--- src/design/mlp_pkg.sv ---
// ----------------------------------------------------------------------------
// mlp_pkg
// Shared constants, codes, control structs and helpers for the MLP inference
// block.
// ----------------------------------------------------------------------------
package mlp_pkg;

	localparam int MAX_WIDTH    = 1024;
	localparam int MAX_LAYERS   = 4;
	localparam int WEIGHT_WORDS = 131072;
	localparam int VALUE_BITS   = 16;
	localparam int FRAC_BITS    = 11;
	localparam int ACC_BITS     = 48;

	localparam int IDX_BITS   = 10;
	localparam int SIZE_BITS  = 11;
	localparam int LAYER_BITS = 2;
	localparam int CNT_BITS   = 3;
	localparam int WADDR_BITS = 17;
	localparam int WCNT_BITS  = 23;
	localparam int BIAS_DEPTH = MAX_LAYERS * MAX_WIDTH;
	localparam int ACT_DEPTH  = 2 * MAX_WIDTH;
	localparam int SCORE_BITS = VALUE_BITS - 1;
	localparam int CFG_BITS   = 11;
	localparam int CFG_IDX_BITS = 3;
	localparam int SETTLE_CYCLES = 2;

	localparam logic [1:0] FUNC_WEIGHT = 2'd0;
	localparam logic [1:0] FUNC_BIAS   = 2'd1;
	localparam logic [1:0] FUNC_PIXEL  = 2'd2;

	localparam logic [CFG_IDX_BITS-1:0] CFG_LAYER_COUNT = 3'd0;
	localparam logic [CFG_IDX_BITS-1:0] CFG_INPUT_SIZE  = 3'd1;
	localparam logic [CFG_IDX_BITS-1:0] CFG_LAYER1_SIZE = 3'd2;
	localparam logic [CFG_IDX_BITS-1:0] CFG_LAYER2_SIZE = 3'd3;
	localparam logic [CFG_IDX_BITS-1:0] CFG_LAYER3_SIZE = 3'd4;
	localparam logic [CFG_IDX_BITS-1:0] CFG_LAYER4_SIZE = 3'd5;

	typedef enum logic [2:0] {
		ST_IDLE,
		ST_DECODE,
		ST_LD_WR,
		ST_ROW_BIAS,
		ST_MAC,
		ST_DRAIN,
		ST_WRITE,
		ST_FINISH
	} mlp_state_t;

	typedef struct packed {
		logic take;
		logic ld_mul;
		logic wr_weight;
		logic wr_bias;
		logic wr_pixel;
		logic inf_init;
		logic row_start;
		logic mac;
		logic row_write;
		logic finish;
	} mlp_cmd_t;

	typedef struct packed {
		logic       item_valid;
		logic [1:0] func;
		logic       last;
		logic       c_last;
		logic       r_last;
		logic       layer_last;
		logic       pipe_busy;
		logic       res_free;
	} mlp_stat_t;

	function automatic logic [SIZE_BITS-1:0] size_clip(input logic [SIZE_BITS-1:0] v);
		logic [SIZE_BITS-1:0] r;
		if (v == '0)
			r = SIZE_BITS'(1);
		else if (v > SIZE_BITS'(MAX_WIDTH))
			r = SIZE_BITS'(MAX_WIDTH);
		else
			r = v;
		return r;
	endfunction

	function automatic logic [CNT_BITS-1:0] count_clip(input logic [CNT_BITS-1:0] v);
		logic [CNT_BITS-1:0] r;
		if (v == '0)
			r = CNT_BITS'(1);
		else if (v > CNT_BITS'(MAX_LAYERS))
			r = CNT_BITS'(MAX_LAYERS);
		else
			r = v;
		return r;
	endfunction

	// ReLU, round half up to Q4.11, saturate
	function automatic logic [SCORE_BITS-1:0] narrow_relu(input logic signed [ACC_BITS-1:0] a);
		logic signed [ACC_BITS:0]           t;
		logic signed [ACC_BITS-FRAC_BITS:0] q;
		logic [SCORE_BITS-1:0]              r;
		t = {a[ACC_BITS-1], a} + (ACC_BITS+1)'(1 << (FRAC_BITS - 1));
		q = t[ACC_BITS:FRAC_BITS];
		if (a <= 0)
			r = '0;
		else if (q > (ACC_BITS-FRAC_BITS+1)'((1 << SCORE_BITS) - 1))
			r = '1;
		else
			r = q[SCORE_BITS-1:0];
		return r;
	endfunction

endpackage

--- src/design/mlp_ctrl.sv ---
// ----------------------------------------------------------------------------
// mlp_ctrl
// Sequencer: decodes items, steps rows and layers, drains the MAC pipeline.
// ----------------------------------------------------------------------------
module mlp_ctrl import mlp_pkg::*; (
	input  logic      clk,
	input  logic      arst_n,
	input  logic      wr_en,
	input  mlp_stat_t st,
	output mlp_cmd_t  cmd
);

	mlp_state_t state_q, state_d;
	logic [1:0] settle_q;

	// hold off items until base addresses follow a config write
	always_ff @(posedge clk or negedge arst_n) begin
		if (!arst_n)
			settle_q <= 2'(SETTLE_CYCLES);
		else if (wr_en)
			settle_q <= 2'(SETTLE_CYCLES);
		else if (settle_q != '0)
			settle_q <= settle_q - 2'd1;
	end

	always_ff @(posedge clk or negedge arst_n) begin
		if (!arst_n)
			state_q <= ST_IDLE;
		else
			state_q <= state_d;
	end

	always_comb begin
		state_d = state_q;
		cmd     = '0;
		unique case (state_q)
			ST_IDLE: begin
				cmd.take = settle_q == '0;
				if (cmd.take && st.item_valid)
					state_d = ST_DECODE;
			end
			ST_DECODE: begin
				cmd.ld_mul = 1'b1;
				unique case (st.func)
					FUNC_WEIGHT: state_d = ST_LD_WR;
					FUNC_BIAS: begin
						cmd.wr_bias = 1'b1;
						state_d     = ST_IDLE;
					end
					FUNC_PIXEL: begin
						cmd.wr_pixel = 1'b1;
						if (st.last) begin
							cmd.inf_init = 1'b1;
							state_d      = ST_ROW_BIAS;
						end else begin
							state_d = ST_IDLE;
						end
					end
					default: state_d = ST_IDLE;
				endcase
			end
			ST_LD_WR: begin
				cmd.wr_weight = 1'b1;
				state_d       = ST_IDLE;
			end
			ST_ROW_BIAS: begin
				cmd.row_start = 1'b1;
				state_d       = ST_MAC;
			end
			ST_MAC: begin
				cmd.mac = 1'b1;
				if (st.c_last)
					state_d = ST_DRAIN;
			end
			ST_DRAIN: begin
				if (!st.pipe_busy)
					state_d = ST_WRITE;
			end
			ST_WRITE: begin
				cmd.row_write = 1'b1;
				if (st.r_last && st.layer_last)
					state_d = ST_FINISH;
				else
					state_d = ST_ROW_BIAS;
			end
			ST_FINISH: begin
				if (st.res_free) begin
					cmd.finish = 1'b1;
					state_d    = ST_IDLE;
				end
			end
			default: state_d = ST_IDLE;
		endcase
	end

endmodule

--- config.mk ---
export PLATFORM = sky130hd
export DESIGN_NAME = mlp_ctrl
export DESIGN_NICKNAME = d
export VERILOG_FILES = /design/src/design/mlp_pkg.sv /design/src/design/mlp_ctrl.sv
export SDC_FILE = /design/constraint.sdc
export NUM_CORES = 1
export LEC_CHECK = 0
export BUFFER_PORTS_ARGS = -buffer_cell sky130_fd_sc_hd__buf_4
export CORE_AREA = 2 2 39 41
export CTS_CLUSTER_DIAMETER = 200
export DETAILED_ROUTE_END_ITERATION = 8
export DIE_AREA = 0 0 41 43
export MAX_ROUTING_LAYER = met4
export SYNTH_ARGS = -nofsm -noshare
export SYNTH_HDL_FRONTEND = slang
export SYNTH_SLANG_ARGS = --single-unit
export TNS_END_PERCENT = 10
--- constraint.sdc ---
create_clock -name clk -period 1.22 [get_ports clk]
set_input_delay 0.061 -clock clk [delete_from_list [all_inputs] [get_ports clk]]
set_output_delay 0.061 -clock clk [all_outputs]
set_load 0.01 [all_outputs]
==> flow_summary.yaml <==
outcome:
  status: "finished, violations left"
  violations: "negative setup slack"
synthesis:
  synth.area.top_cells: "dfrtp_1, dfstp_2, a21oi_1, and2_1, nand2b_1"
  ys_warn_count: 0
  syn-cell-area_um2: 430
  synth-seq-area-share: 0.294
  synth_cells: 52
  ys_ff_latch: 5
  syn-num-nets: 65
  synth_top_area_share: 0.233
  synth_top_area_cell: "dfrtp_1"
  syn_avg_cell_area_um2: 8.28
  synth.lib_cells_used.distinct: 32
floorplan:
  core_area_um2: 1380
  die_h_um: 43
  die_width_um: 41
  rows: 14
  start_util: 0.311
  die-area_um2: 1760
  io_pins: 22
final_layout:
  final_area_um2: 812
  utilization: 0.587
  final_cell_mix: "buf_4, nand2_1, nor2_1"
  final_nets: 104
  insertedDiodeCount: 0
  area.growth.synth_to_final_pct: 88.7
  layout-drive-gt1-share: 0.633
  layout_commonest_cell: "buf_4"
placed_design:
  portBuffers: 21
  dp.final_hpwl_um: 772
  gp_congestion: 0.794
  pre_cts_ws_ps: -96.6
  dpl_cell_area_um2: 661
sta:
  worst_slack_ps: -141
  slew_headroom: 0.835
  slew_violations: 0
  tightest_slew_ps: 245
  period_needed_ps: 1360
  finalHoldViolCount: 0
  finClkSkew_ps: 4.99
  fmaxAchievable_mhz: 735
  setup_violations: 9
  finalCritPeriodShare: 1.12
  rsz0062_at_grt: "yes"
  whs_ps: 151
clock_tree:
  root_buffer: "clkbuf_4"
  cts_tree: "done"
  htree_num_levels: 1
  clk_pin_slew_ps: 50
  cts_sinks: 5
  cts_buffers: 3
  clk_path_buf_depth: 2
  clkLatencyLatePin_ps: 240
global_route:
  antenna_found_initial: 0
  grt_pass1_wl_um: 1750
  grt_pass1_vias: 476
  grt.total_usage: 0.148
  gr-total-overflow: 0
  grt_max_degree: 7
critical_path:
  start_kind: "flop"
  cp.required_ps: 1160
  cp-end-kind: "primary output"
  timing_worst_setup_path_type: "reg2out"
  arrival_ps: 1300
  critPathSlowestCell: "dfrtp_2"
  path_max_fanout: 3
  max_stage_delay_ps: 410
  cp_cell_sequence: "nand2b_4 -> nor2_4 -> and3_4 -> and2_1 -> buf_4"
route:
  wl_um: 1060
  viasPerCell: 4.58
  ant_nets: 0
  drt_iter0_drc: 3
  firstDrtPassIters: 4
  wl_per_cell_um: 9.96
  vias: 485
  drcViolationCount: 0
power:
  power_density_nw_per_um2: 2110
  p_leak_nw: 0.385
  peakVddDrop_mv: 0.996
worst_hold_path:
  hp-class: "in2async"
job:
  drv_cap: 0
where the power goes:
part / leakage, nW / internal [mW] / switching, mW / total (mW)
clock: 0.0150 / 0.124 / 0.0761 / 0.200
combinational: 0.313 / 0.671 / 0.496 / 1.17
sequential: 0.0573 / 0.258 / 0.0851 / 0.343
area by class of cell:
| type | count | area (um2) |
|---|---|---|
| clock buffer | 4 | 26.3 |
| multi-input combinational | 41 | 333 |
| fill | 130 | 572 |
| sequential | 5 | 129 |
| tap | 16 | 20.0 |
| timing repair buffer | 36 | 289 |
| inverter | 4 | 15.0 |
state kept, by name, indices dropped and copies added, names as in the netlist:
name / count
settle_q: 2
state_q: 3
critical path: cells and delay by family (launching register included):
kind / cells / cell delay [ps]
buf+inv: 1 / 110
simple gates: 4 / 530
flops: 1 / 410
kinds of logic after synthesis:
group | share of synthesized area
adders and majority gates | 0.0291
AOI/OAI and AO/OA | 0.154
muxes | 0.0233
buffers and inverters | 0.0785
DFF | 0.294
xor gates and xnor gates | 0.0204
and+or+nand+nor | 0.401
cell usage after synthesis:
library cell  number
nand3_1            1
nand2_2            1
dfstp_2            1
o21ai_0            1
o22ai_1            1
or2_2              1
a21oi_1            4
nand2b_4           1
xor2_1             1
nand2b_1           3
and2_1             3
nand2_1            4
buf_6              1
nor3_1             1
nor2_1             5
or2_4              1
nor2_2             1
mux2i_1            1
and3_4             1
and2b_1            1
a22oi_1            1
a31oi_1            1
a31oi_2            1
buf_4              1
nor2b_1            1
nand4bb_1          1
dfrtp_1            4
nor4_1             1
o2bb2ai_1          1
inv_1              4
ha_1               1
and2_2             1
final timing paths:
| path | endpoint | cells past startpoint | slack, ps | from |
|---|---|---|---|---|
| worst max-delay path | cmd[4] | 5 | -140 | state_q[1]$_DFFE_PN0P_ |
| worst min-delay path | state_q[0]$_DFFE_PN0P_ | 2 | 150 | arst_n |
| worst max register to register | state_q[2]$_DFFE_PN0P_ | 6 | -50 | settle_q[0]$_DFFE_PN0P_ |
| worst min register to register | settle_q[0]$_DFFE_PN0P_ | 3 | 660 | settle_q[0]$_DFFE_PN0P_ |
| max in group asynchronous | settle_q[1]$_DFFE_PN1P_ | 2 | 870 | arst_n |
| min in group clk | state_q[0]$_DFFE_PN0P_ | 3 | 170 | st[4] |
metrics by stage:
| step | instances | total power [mW] | setup TNS (ps) |
|---|---|---|---|
| global route | 106 | 1.87 | -1310 |
| global placement | 95 | 1.24 | -130 |
| CTS | 106 | 1.66 | -775 |
| floorplan | 52 | 0.910 | -96.3 |
| finish | 106 | 1.71 | -717 |
| detailed placement | 95 | 1.24 | -217 |
metal layers:
metal  up-vias  share of wire  GRT usage
li1        249              -          -
met2        15           0.53      0.241
met5         -              0          -
met1       221           0.40      0.156
met4         0              0     0.0667
met3         0          0.074     0.0419
repair_timing:
item	CTS	global route
pin swaps	4	0
setup buffers	4	0
hold endpoints to repair	7	0
hold buffers	3	0
endpoints found under the setup margin	10	13
resized for setup	12	5
(Power assumes the default switching activity.)
